## src/design/vcid_pkg.sv

```systemverilog
// Shared types and constants for the vector CPU instruction decoder.
// No dependencies; imported by the decoder, its checker and the testbench.
`timescale 1ns / 1ps

package vcid_pkg;

    // Execution modes
    localparam logic [1:0] MODE_NOP = 2'd0;
    localparam logic [1:0] MODE_SS  = 2'd1;
    localparam logic [1:0] MODE_VV  = 2'd2;
    localparam logic [1:0] MODE_VS  = 2'd3;

    // Instruction types
    localparam logic [1:0] TYPE_ARITH = 2'd0;
    localparam logic [1:0] TYPE_LOGIC = 2'd1;
    localparam logic [1:0] TYPE_MOVE  = 2'd2;
    localparam logic [1:0] TYPE_HALT  = 2'd3;

    // Opcodes with a fixed meaning
    localparam logic [3:0] OPC_SUB        = 4'd1;
    localparam logic [3:0] OPC_ASSIGN     = 4'd0;
    localparam logic [3:0] OPC_STORE      = 4'd1;
    localparam logic [3:0] OPC_LOAD       = 4'd2;
    localparam logic [3:0] OPC_LOGIC_LAST = 4'h6;
    localparam logic [3:0] OPC_DUMP       = 4'd15;

    // ALU operation codes
    localparam logic [3:0] ALU_ADD  = 4'd0;
    localparam logic [3:0] ALU_SUB  = 4'd1;
    localparam logic [3:0] ALU_OR   = 4'd2;
    localparam logic [3:0] ALU_AND  = 4'd3;
    localparam logic [3:0] ALU_XOR  = 4'd4;
    localparam logic [3:0] ALU_SHL  = 4'd5;
    localparam logic [3:0] ALU_SHR  = 4'd6;
    localparam logic [3:0] ALU_ADDR = 4'd9;
    localparam logic [3:0] ALU_PASS = 4'd10;
    localparam logic [3:0] ALU_ROL  = 4'd11;
    localparam logic [3:0] ALU_ROR  = 4'd12;

    // Register read enables
    localparam logic [1:0] RREAD_NONE   = 2'd0;
    localparam logic [1:0] RREAD_SCALAR = 2'd1;
    localparam logic [1:0] RREAD_VECTOR = 2'd2;
    localparam logic [1:0] RREAD_BOTH   = 2'd3;

    // One decoded control word
    typedef struct packed {
        logic [3:0] scalar_alu_select;
        logic       scalar_reg_write;
        logic       use_immediate;
        logic       vector_reg_write;
        logic       input_select;
        logic       mem_read;
        logic       mem_write;
        logic [3:0] vector_alu_select;
        logic       memory_dump;
        logic [1:0] mode_echo;
        logic [1:0] register_read;
        logic       run_enable;
    } ctrl_t;

    // Arithmetic ALU code: only sub is special, everything else adds
    function automatic logic [3:0] arith_sel(input logic [3:0] op);
        arith_sel = (op == OPC_SUB) ? ALU_SUB : ALU_ADD;
    endfunction

    // Logic ALU code; opcodes past the list give 0
    function automatic logic [3:0] logic_sel(input logic [3:0] op);
        unique case (op)
            4'd0:    logic_sel = ALU_AND;
            4'd1:    logic_sel = ALU_OR;
            4'd2:    logic_sel = ALU_XOR;
            4'd3:    logic_sel = ALU_SHR;
            4'd4:    logic_sel = ALU_SHL;
            4'd5:    logic_sel = ALU_ROR;
            4'd6:    logic_sel = ALU_ROL;
            default: logic_sel = ALU_ADD;
        endcase
    endfunction

endpackage

```

## src/design/vector_cpu_instruction_decoder.sv

```systemverilog
// Instruction decoder: input register, decode logic, control output register.
// Depends on vcid_pkg.
`timescale 1ns / 1ps

// An accepted request waits in the input register, then is decoded into the output register.
// Throughput: one request per cycle while out_stall is low; the decode is a single shallow lookup
//   between the input register and the output register.
// in_stall rises only while the input register holds a request and the output
//   register is full and stalled; out_valid comes straight from a register.
// Reset (rst_n low, asynchronous): both stages empty, halted flag cleared.
module vector_cpu_instruction_decoder
(
    input  logic       clk,
    input  logic       rst_n,
    // request channel
    input  logic       in_valid,
    output logic       in_stall,
    input  logic [1:0] mode,
    input  logic [1:0] instr_type,
    input  logic       immediate_flag,
    input  logic [3:0] opcode,
    // control word channel
    output logic       out_valid,
    input  logic       out_stall,
    output logic [3:0] scalar_alu_select,
    output logic       scalar_reg_write,
    output logic       use_immediate,
    output logic       vector_reg_write,
    output logic       input_select,
    output logic       mem_read,
    output logic       mem_write,
    output logic [3:0] vector_alu_select,
    output logic       memory_dump,
    output logic [1:0] mode_echo,
    output logic [1:0] register_read,
    output logic       run_enable
);
    import vcid_pkg::*;

    // Input stage
    logic       s1_valid_reg, s1_valid_next;
    logic [1:0] s1_mode_reg;
    logic [1:0] s1_type_reg;
    logic       s1_imm_reg;
    logic [3:0] s1_op_reg;

    // Output stage
    logic       out_valid_reg, out_valid_next;
    ctrl_t      ctrl_reg;
    ctrl_t      ctrl_next;

    // Sticky halt flag
    logic       halted_reg, halted_next;

    logic       in_take;     // request accepted into input stage
    logic       out_free;    // output register can load this cycle
    logic       out_load;    // input stage moves to output register
    logic       is_halt;     // input stage holds a halt
    logic       decoded;     // input stage holds a listed instruction

    // A stalled result holds the output register; the input stage then holds too.
    assign out_free = !out_valid_reg || !out_stall;
    assign out_load = s1_valid_reg && out_free;
    assign in_stall = s1_valid_reg && !out_free;
    assign in_take  = in_valid && !in_stall;

    always_comb
    begin
        if (in_take)
            s1_valid_next = 1'b1;
        else if (out_free)
            s1_valid_next = 1'b0;
        else
            s1_valid_next = s1_valid_reg;

        if (out_load)
            out_valid_next = 1'b1;
        else if (!out_stall)
            out_valid_next = 1'b0;
        else
            out_valid_next = out_valid_reg;
    end

    assign is_halt     = (s1_mode_reg == MODE_NOP) && (s1_type_reg == TYPE_HALT);
    assign halted_next = halted_reg || (out_load && is_halt);

    // Decode of the held request
    always_comb
    begin
        ctrl_next = '0;
        decoded   = 1'b0;
        unique case (s1_mode_reg)
            MODE_NOP:
            begin
                if (s1_type_reg != TYPE_HALT && s1_op_reg == OPC_DUMP)
                    ctrl_next.memory_dump = 1'b1;
            end
            MODE_SS:
            begin
                if (s1_type_reg == TYPE_ARITH || s1_type_reg == TYPE_LOGIC)
                begin
                    decoded                     = 1'b1;
                    ctrl_next.register_read     = RREAD_SCALAR;
                    ctrl_next.scalar_alu_select = (s1_type_reg == TYPE_ARITH)
                                                ? arith_sel(s1_op_reg)
                                                : logic_sel(s1_op_reg);
                    ctrl_next.scalar_reg_write  = 1'b1;
                    ctrl_next.use_immediate     = s1_imm_reg;
                end
                else if (s1_type_reg == TYPE_MOVE && s1_op_reg <= OPC_LOAD)
                begin
                    decoded                 = 1'b1;
                    ctrl_next.register_read = RREAD_SCALAR;
                    ctrl_next.use_immediate = s1_imm_reg;
                    if (s1_op_reg == OPC_STORE)
                    begin
                        ctrl_next.scalar_alu_select = ALU_ADDR;
                        ctrl_next.mem_write         = 1'b1;
                    end
                    else
                    begin
                        ctrl_next.scalar_alu_select = ALU_PASS;
                        ctrl_next.scalar_reg_write  = 1'b1;
                        ctrl_next.mem_read          = (s1_op_reg == OPC_LOAD);
                    end
                end
            end
            MODE_VV:
            begin
                if (s1_type_reg == TYPE_ARITH || s1_type_reg == TYPE_LOGIC
                    || (s1_type_reg == TYPE_MOVE && s1_op_reg == OPC_ASSIGN))
                begin
                    decoded                    = 1'b1;
                    ctrl_next.register_read    = RREAD_VECTOR;
                    ctrl_next.vector_reg_write = 1'b1;
                    ctrl_next.input_select     = 1'b1;
                    if (s1_type_reg == TYPE_ARITH)
                        ctrl_next.vector_alu_select = arith_sel(s1_op_reg);
                    else if (s1_type_reg == TYPE_LOGIC)
                        ctrl_next.vector_alu_select = logic_sel(s1_op_reg);
                    else
                        ctrl_next.vector_alu_select = ALU_PASS;
                end
            end
            MODE_VS:
            begin
                if (s1_type_reg == TYPE_ARITH || s1_type_reg == TYPE_LOGIC)
                begin
                    decoded                     = 1'b1;
                    ctrl_next.register_read     = RREAD_BOTH;
                    ctrl_next.use_immediate     = 1'b1;
                    ctrl_next.vector_reg_write  = 1'b1;
                    ctrl_next.input_select      = 1'b1;
                    ctrl_next.vector_alu_select = (s1_type_reg == TYPE_ARITH)
                                                ? arith_sel(s1_op_reg)
                                                : logic_sel(s1_op_reg);
                end
                else if (s1_type_reg == TYPE_MOVE && s1_op_reg == OPC_STORE)
                begin
                    decoded                     = 1'b1;
                    ctrl_next.register_read     = RREAD_BOTH;
                    ctrl_next.scalar_alu_select = ALU_PASS;
                    ctrl_next.use_immediate     = s1_imm_reg;
                    ctrl_next.input_select      = 1'b1;
                    ctrl_next.mem_write         = 1'b1;
                    ctrl_next.vector_alu_select = ALU_ADDR;
                end
                else if (s1_type_reg == TYPE_MOVE && s1_op_reg == OPC_LOAD)
                begin
                    decoded                     = 1'b1;
                    ctrl_next.register_read     = RREAD_SCALAR;
                    ctrl_next.scalar_alu_select = ALU_PASS;
                    ctrl_next.use_immediate     = s1_imm_reg;
                    ctrl_next.vector_reg_write  = 1'b1;
                    ctrl_next.input_select      = 1'b1;
                    ctrl_next.mem_read          = 1'b1;
                end
            end
            default:
            begin
                decoded = 1'b0;
            end
        endcase

        if (decoded)
            ctrl_next.mode_echo = s1_mode_reg;
        // the halting instruction itself already sees run disabled
        ctrl_next.run_enable = !(halted_reg || is_halt);
    end

    // Control state
    always_ff @(posedge clk or negedge rst_n)
    begin
        if (!rst_n)
        begin
            s1_valid_reg  <= 1'b0;
            out_valid_reg <= 1'b0;
            halted_reg    <= 1'b0;
        end
        else
        begin
            s1_valid_reg  <= s1_valid_next;
            out_valid_reg <= out_valid_next;
            halted_reg    <= halted_next;
        end
    end

    // Payload, no reset
    always_ff @(posedge clk)
    begin
        if (in_take)
        begin
            s1_mode_reg <= mode;
            s1_type_reg <= instr_type;
            s1_imm_reg  <= immediate_flag;
            s1_op_reg   <= opcode;
        end
        if (out_load)
            ctrl_reg <= ctrl_next;
    end

    assign out_valid         = out_valid_reg;
    assign scalar_alu_select = ctrl_reg.scalar_alu_select;
    assign scalar_reg_write  = ctrl_reg.scalar_reg_write;
    assign use_immediate     = ctrl_reg.use_immediate;
    assign vector_reg_write  = ctrl_reg.vector_reg_write;
    assign input_select      = ctrl_reg.input_select;
    assign mem_read          = ctrl_reg.mem_read;
    assign mem_write         = ctrl_reg.mem_write;
    assign vector_alu_select = ctrl_reg.vector_alu_select;
    assign memory_dump       = ctrl_reg.memory_dump;
    assign mode_echo         = ctrl_reg.mode_echo;
    assign register_read     = ctrl_reg.register_read;
    assign run_enable        = ctrl_reg.run_enable;

    // A halt moving to the output sets the sticky flag.
    assert property (@(posedge clk) disable iff (!rst_n)
        (out_load && is_halt) |=> halted_reg)
        else $error("halt did not set halted flag");

    // Once halted, every shown control word has run disabled.
    assert property (@(posedge clk) disable iff (!rst_n)
        (out_valid_reg && halted_reg) |-> !ctrl_reg.run_enable)
        else $error("run enabled after halt");

    // A dump request carries no other decoded controls.
    assert property (@(posedge clk) disable iff (!rst_n)
        (out_valid_reg && ctrl_reg.memory_dump)
        |-> (ctrl_reg.mode_echo == MODE_NOP && ctrl_reg.register_read == RREAD_NONE))
        else $error("dump mixed with decoded instruction");

    // A decoded instruction always reads some register file.
    assert property (@(posedge clk) disable iff (!rst_n)
        (out_valid_reg && ctrl_reg.mode_echo != MODE_NOP)
        |-> (ctrl_reg.register_read != RREAD_NONE))
        else $error("decoded instruction without register read");

endmodule

```

## config.mk

```make
export PLATFORM = sky130hd
export DESIGN_NAME = vector_cpu_instruction_decoder
export DESIGN_NICKNAME = d
export VERILOG_FILES = /design/src/design/vcid_pkg.sv /design/src/design/vector_cpu_instruction_decoder.sv
export SDC_FILE = /design/constraint.sdc
export NUM_CORES = 1
export LEC_CHECK = 0
export BUFFER_PORTS_ARGS = -buffer_cell sky130_fd_sc_hd__buf_4
export CORE_UTILIZATION = 49
export CTS_BUF_LIST = sky130_fd_sc_hd__clkbuf_4
export DETAILED_ROUTE_END_ITERATION = 16
export PLACE_DENSITY = 0.77
export SLEW_MARGIN = 30
export SYNTH_ARGS = -nofsm -noshare
export SYNTH_HDL_FRONTEND = slang
export SYNTH_SLANG_ARGS = --single-unit
```

## constraint.sdc

```tcl
create_clock -name clk -period 1.5 [get_ports clk]
set_clock_uncertainty 0.15 [all_clocks]
set_input_delay 0.15 -clock clk [delete_from_list [all_inputs] [get_ports clk]]
set_output_delay 0.15 -clock clk [all_outputs]
set_load 0.05 [all_outputs]
```

# Yosys cells after proc, flatten, opt, wreduce, memory -nomap -nowiden
# Cells that the tools add are included.
# W data, S select, Z words.
totals:
  ff_bits: 32
  in_bits: 13
  output_inout_bits: 22
  elab_cells: 110
classes:
  magnitude_cmp: 1
  eq_ne: 15
  muxes: 51
  n_reduce_logical: 24
op_table:
  columns: ["op", "n"]
  rows:
  - ["$mux W4", 9]
  - ["$pmux W4 S7", 1]
  - ["$mux W1", 22]
  - ["$mux W2", 8]
  - ["$pmux W4 S2", 2]
  - ["$eq A4 B3 Y1 const B", 3]
  - ["$mux W6", 2]
  - ["$logic_and A1 B1 Y1", 10]
  - ["$eq A2 B2 Y1 const B", 4]
  - ["$eq A4 B2 Y1 const B", 2]
  - ["$pmux W2 S2", 2]
  - ["$pmux W2 S3", 1]
  - ["$logic_not A1 Y1", 5]
  - ["$logic_or A1 B1 Y1", 5]
  - ["$mux W5", 1]
  - ["$eq A2 B1 Y1 const B", 2]
  - ["$eq A4 B1 Y1 const B", 1]
  - ["$eq A4 B4 Y1 const B", 1]
  - ["$le A4 B2 Y1 const B", 1]
  - ["$logic_not A2 Y1", 2]
  - ["$logic_not A4 Y1", 1]
  - ["$mux W3", 1]
  - ["$pmux W1 S3", 1]
  - ["$ne A2 B1 Y1 const B", 1]
  - ["3 further kinds", 3]

# Longest topological paths before layout
# Gate-level depths: netlist (run 1).
depth:
  word_depth: 7
  ltp_mapped: 5
  depth_no_buf: 4

# Least setup slack after synthesis (run 1)
# Ideal clock, no wire load.
synth_timing:
  path_type: "reg-to-reg"
  from: "reg out_valid_reg (netlist: out_valid)"
  to: "reg ctrl_reg (netlist bit input_select) (enable)"
  setup_ns: 0.379
  arrival_time_ns: 1.257
  required_time_ns: 0.971
  slack_ns: -0.286
  path_stages_with_launch: 3
  path_buffers: 0
  synth_period_minus_slack_ns: 1.786
  cell_sequence: "dfrtp_1 > nand2_1 > and2_1"
synth_between:
  elab_chain_cells: 3
synth_lines:
  columns: ["item", "line_no", "text"]
  rows:
  - ["start: declaration", "vector_cpu_instruction_decoder.sv:48", "logic out_valid_reg, out_valid_next;"]
  - ["start signal: assignment", "vector_cpu_instruction_decoder.sv:203", "out_valid_reg <= out_valid_next;"]
  - ["$logic_not A1 Y1", "vector_cpu_instruction_decoder.sv:62", "assign out_free = !out_valid_reg || !out_stall;"]
  - ["$logic_or A1 B1 Y1", "vector_cpu_instruction_decoder.sv:62", null]
  - ["$logic_and A1 B1 Y1", "vector_cpu_instruction_decoder.sv:63", "assign out_load = s1_valid_reg && out_free;"]
  - ["via out_load", "vector_cpu_instruction_decoder.sv:57", "logic out_load;"]
  - ["end signal: assignment", "vector_cpu_instruction_decoder.sv:219", "ctrl_reg <= ctrl_next;"]
  - ["end: declaration", "vector_cpu_instruction_decoder.sv:49", "ctrl_t ctrl_reg;"]
# The timed path passes the listed nets, and every way through them passes these cells.
# A chain may end at the register's enable or synchronous reset.

==> metrics, run 1 <==
run status=complete, but fails checks; failing checks=setup timing; fraction of layout cells with a size suffix above 1=48.1%; part of the power in the clock network=22.5%; Final period util=109%; htree depth=2; slowest stage delay, CP=0.51 ns; FF/Latch Area=946 um2; final wirelength=3.12 mm; hold path cells=1; drt first-iter violations=52; critical path's top delay family=simple AND/OR/NAND/NOR gates; switch share=29.3%; area share of the largest cell type after synthesis=61.3%; CP max stage cell=edfxtp_1; RSZ-0062 raised after global routing=true; R2R Path End=scalar_alu_select[1]$_DFFE_PP_; Final ANT Viol Nets=0; fillers=153; # placed instances=191; CP max FO=5; largest net degree at the start of global routing=22; DRC Markers=0; DIE AREA=3120 um2; leading area contributor after synthesis=edfxtp_1; Flop pwr share=52.3%; Max Fclk=613 MHz; Area growth syn-to-layout=53.0%; Reg clk slew, reported paths=0.09 ns; Synth Net Count=125; flop-to-flop setup slack=-0.13 ns; CP bufs+invs=0; Slew @ Worst Pin=0.345 ns; GRT overflow=0; non-filler cells, final=218; fraction of registers with async set/reset=9.38%; Num CTS Buffers=5; Die Y=55.9 um; EDFF count, synth=29; Leakage Power=0.891 nW; Crit path required time=1.54 ns; hold endpoint=halted_reg$_DFF_PN0_; port bufs=34; Final Hold Viols=0; Max-Cap Viols=0; row count=19; Detailed Place HPWL=1.86 mm; PnR worst setup slack=-0.133 ns; Unique masters post-synth=34; die width=55.9 um; R2R cell count=4; clock sinks=32; Final Net Count=199; total track usage=20.5%; Seq/Total Area, Yosys=66.5%; Multi-input gate area=528 um2; Initial Util=51.5%; drt pass-1 iters=4; slew margin rel.=77.0%; Ant. Diodes=0; CP cell instances=or3_4, nor2_4, a221o_1, and3_1; core area=2760 um2; critical path arrival=1.68 ns; vias in the first global route=1093; maximum vdd drop=0.000862 V; switching power=0.612 mW; Int Pwr=1.48 mW; antenna violations before repair=0; hold slack=0.334 ns; Layout Utilization=78.9%; cells after synthesis=112; Logic pwr share=25.2%; IO Count=35; Cell Pwr Density=963 nW/um2; endpoint class of the critical path=flop; gp weighted congestion=0.850; CTS tree=yes; Synth area leaders=edfxtp_1, dfrtp_1, xor2_1, nor2_1, nand2b_1; Hold WC Path Type=flop to flop; via/cell ratio=5.33; clock latency on the worst-skew pair=0.32 ns; Top FF cell, synth=edfxtp_1; Hold Path Origin=halted_reg$_DFF_PN0_; syn_area_per_cell=12.7 um2; critical path class=flop to flop; synthesized area=1420 um2; FF-to-FF Start=s1_op_reg[2]$_DFFE_PP_; WL/cell=14.3 um; Max Slew Vio Count=0; YS warnings=0; final setup vio count=15; crit path launch type=flop; Vias=1162; #FFs+latches synth=32; first-pass GRT wire length=4.70 mm; CTS Root Cell=clkbuf_4; crit path time final=1.63 ns; CTS max path bufs=2
-- stage by stage --
stage	setup slack (ns)	instance area [um2]	power (mW)	TNS [ns]
4_1_cts	-0.0736	2110	2.08	-0.405
3_5_place_dp	-0.106	1840	1.56	-0.693
5_1_grt	-0.184	2170	2.18	-2.11
3_3_place_gp	-0.0547	1840	1.55	-0.265
2_1_floorplan	-0.0794	1430	1.40	-0.0794
6_report	-0.133	2170	2.09	-0.969
-- how the worst max path moves through the flow --
stage,start,slack (ns),to,cells after the start
4_1_cts,s1_op_reg[1]$_DFFE_PP_,-0.07,scalar_alu_select[1]$_DFFE_PP_,4
6_report,s1_op_reg[2]$_DFFE_PP_,-0.13,scalar_alu_select[1]$_DFFE_PP_,4
3_5_place_dp,s1_op_reg[1]$_DFFE_PP_,-0.11,vector_alu_select[3]$_DFFE_PP_,4
5_1_grt,s1_op_reg[2]$_DFFE_PP_,-0.18,scalar_alu_select[0]$_DFFE_PP_,5
2_1_floorplan,s1_op_reg[1]$_DFFE_PP_,-0.08,scalar_alu_select[1]$_DFFE_PP_,4
3_3_place_gp,s1_op_reg[2]$_DFFE_PP_,-0.05,register_read[0]$_DFFE_PP_,4
-- power by group through the flow --
stage                     Sequential (mW)  Combinational, mW  Clock [mW]
after floorplan                      1.27              0.136           0
after global placement               1.11              0.441           0
after detailed placement             1.11              0.452           0
after CTS                            1.09              0.502       0.484
after global routing                 1.10              0.555       0.525
final                                1.10              0.528       0.470
-- routing by layer --
metal | part of all wire (%) | vias to the layer above | global-route usage [%]
met5 | 0 | - | 0
met1 | 40 | 540 | 22.8
met2 | 52 | 53 | 34.1
met3 | 5.6 | 12 | 5.12
li1 | - | 557 | -
met4 | 3.0 | 0 | 14.6
-- cells in the mapped netlist (all sizes together) (3+ instances only) --
cell type	number
nand2b	5
nand2	7
a21oi	4
nor3	6
xor2	4
buf	3
and2b	3
clkbuf	3
o21a	4
nand3	5
nor2b	3
inv	4
nor2	9
dfrtp	3
o21ai	3
edfxtp	29
-- timing repair --
item	4_1_cts	5_1_grt
hold endpoints to repair	14	0
resized for setup	12	11
setup endpoints to repair	13	20
pin swaps	3	7
hold buffers	14	0
setup buffers	2	3
-- cell families after synthesis --
family,Yosys count,synth area share (%)
AO/OA/AOI/OAI,17,8.10
XOR/XNOR,5,3.08
buffers and inverters,10,3.43
flip-flops,32,66.5
AND/OR/NAND/NOR,48,18.8
-- placed cells by master, fill, tap and decap left out, types with 2 or more instances in the layout --
master / synthesis / final
a21oi_1: 4 / 2
a21oi_2: 0 / 2
and2b_1: 3 / 3
and3_1: 2 / 2
buf_4: 0 / 57
buf_6: 1 / 2
clkbuf_4: 0 / 7
dfrtp_1: 3 / 3
dlygate4sd3_1: 0 / 14
edfxtp_1: 29 / 29
inv_1: 4 / 3
nand2_1: 7 / 6
nand2b_1: 5 / 4
nand3_1: 5 / 4
nor2_1: 9 / 6
nor2_4: 0 / 2
nor2b_1: 3 / 3
nor3_2: 1 / 5
o21a_1: 3 / 3
o21ai_0: 3 / 3
xor2_1: 4 / 3
-- final cells by class --
cell class / count / share of cell area [%]
clock inverters: 1 / 0.173
repair buffers: 73 / 27.2
inverters: 4 / 0.690
flip-flops and latches: 32 / 43.5
well taps: 31 / 1.78
clock buffers: 7 / 2.42
multi-input cells: 70 / 24.3
Power figures use the tool's default switching activity.
==> inputs of run 2 (changes only) <==
--- a/config.mk
+++ b/config.mk
@@ -7,7 +7,7 @@
 export LEC_CHECK = 0
 export BUFFER_PORTS_ARGS = -buffer_cell sky130_fd_sc_hd__buf_4
 export CORE_UTILIZATION = 49
-export CTS_BUF_LIST = sky130_fd_sc_hd__clkbuf_4
+export CTS_BUF_LIST = sky130_fd_sc_hd__clkbuf_8
 export DETAILED_ROUTE_END_ITERATION = 16
 export PLACE_DENSITY = 0.77
 export SLEW_MARGIN = 30
==> run 2 against run 1 <==
Net effect: the run still ends with setup timing left; largest cell class unchanged; critical path type unchanged; cell count is the same; setup slack worse by 0.022 ns; die area did not move; critical endpoint is now vector_alu_select[3]$_DFFE_PP_.
==> metrics, run 2 (synthesis gave the netlist of run 1 again) <==
CP cell instances=or3_4, nor3_2, o21a_2, and2b_1; switching power=0.653 mW; fin area=2190 um2; Logic pwr share=24.0%; core area=2760 um2; slowest stage delay, CP=0.50 ns; slew margin rel.=78.7%; Int Pwr=1.58 mW; switch share=29.3%; via/cell ratio=5.39; gp weighted congestion=0.850; first-pass GRT wire length=5.04 mm; total track usage=21.8%; die width=55.9 um; Final ANT Viol Nets=0; run status=complete, but fails checks; vias in the first global route=1141; drt first-iter violations=54; critical path arrival=1.65 ns; PnR worst setup slack=-0.155 ns; clock latency on the worst-skew pair=0.28 ns; Hold WC Path Type=input port to asynchronous set/reset pin; Final Net Count=199; maximum vdd drop=0.000980 V; critical path class=flop to flop; CP max stage cell=edfxtp_1; R2R cell count=4; Detailed Place HPWL=1.86 mm; Final Hold Viols=0; Num CTS Buffers=5; fraction of layout cells with a size suffix above 1=46.0%; CTS Root Cell=clkbuf_8; CP bufs+invs=0; Max-Cap Viols=0; failing checks=setup timing; htree depth=2; part of the power in the clock network=26.8%; Slew @ Worst Pin=0.320 ns; RSZ-0062 raised after global routing=true; final wirelength=3.36 mm; CTS max path bufs=2; antenna violations before repair=0; Reg clk slew, reported paths=0.06 ns; final setup vio count=15; port bufs=34; largest net degree at the start of global routing=22; non-filler cells, final=218; crit path launch type=flop; hold slack=0.0406 ns; drt pass-1 iters=4; Crit path required time=1.50 ns; Placed Area=1840 um2; row count=19; CTS tree=yes; # placed instances=191; pre-CTS WS=-0.106 ns; Ant. Diodes=0; fillers=148; IO Count=35; commonest cells after routing, fill and taps aside=buf_4, edfxtp_1, dlygate4sd3_1; endpoint class of the critical path=flop; CP max FO=5; Vias=1174; GRT overflow=0; Final period util=110%; Flop pwr share=49.2%; Max Fclk=604 MHz; critical path's top delay family=simple AND/OR/NAND/NOR gates; Die Y=55.9 um; Max Slew Vio Count=0; Cell Pwr Density=1020 nW/um2; Initial Util=51.5%; Area growth syn-to-layout=54.0%; clock sinks=32; crit path time final=1.65 ns; Worst path depth=4; WL/cell=15.4 um; Leakage Power=0.904 nW; DIE AREA=3120 um2; most common cell after layout, fill and taps aside=buf_4; DRC Markers=0; post-layout power=2.23 mW
run 2: layer usage:
metal	global-route usage, %	up-vias	share of wire, %
li1	-	553	-
met3	5.81	15	6.0
met1	24.6	551	37
met2	37.7	55	53
met4	11.5	0	3.3
met5	0	-	0
run 2: path summary, 6_finish.rpt:
kind / startpoint / end / slack [ns]
min in group clk: halted_reg$_DFF_PN0_ / halted_reg$_DFF_PN0_ / 0.32
min: rst_n / s1_valid_reg$_DFFE_PN0P_ / 0.04
max: s1_op_reg[2]$_DFFE_PP_ / vector_alu_select[3]$_DFFE_PP_ / -0.15
max reg2reg: s1_op_reg[2]$_DFFE_PP_ / vector_alu_select[3]$_DFFE_PP_ / -0.15
min reg2reg: halted_reg$_DFF_PN0_ / halted_reg$_DFF_PN0_ / 0.32
max in group asynchronous: rst_n / out_valid$_DFFE_PN0P_ / 1.07
run 2: stage by stage:
step	setup TNS (ns)	utilization [%]
final	-1.13	79.4
after global routing	-2.09	79.4
after CTS	-0.357	76.8
after detailed placement	-0.693	66.6
after global placement	-0.265	66.6
after floorplan	-0.0794	-
run 2: power by group through the flow:
stage	logic [mW]	registers, mW	clock network [mW]
after floorplan	0.136	1.27	0
after global placement	0.441	1.11	0
after detailed placement	0.452	1.11	0
after CTS	0.502	1.09	0.600
after global routing	0.560	1.10	0.646
final	0.535	1.10	0.597
run 2: area by class of cell:
cell class              count  area (um2)  share of cell area, %
clock buffers               5        68.8                   3.14
clock inverters             3        11.3                  0.515
inverters                   4        15.0                  0.686
multi-input cells          70         523                   23.9
flip-flops and latches     32         946                   43.2
well taps                  31        38.8                   1.77
repair buffers             73         586                   26.8
run 2: timing repair:
item,in CTS,in global routing
setup buffers,3,4
setup endpoints to repair,13,17
hold endpoints to repair,14,0
hold buffers,12,0
pin swaps,3,5
resized for setup,12,8
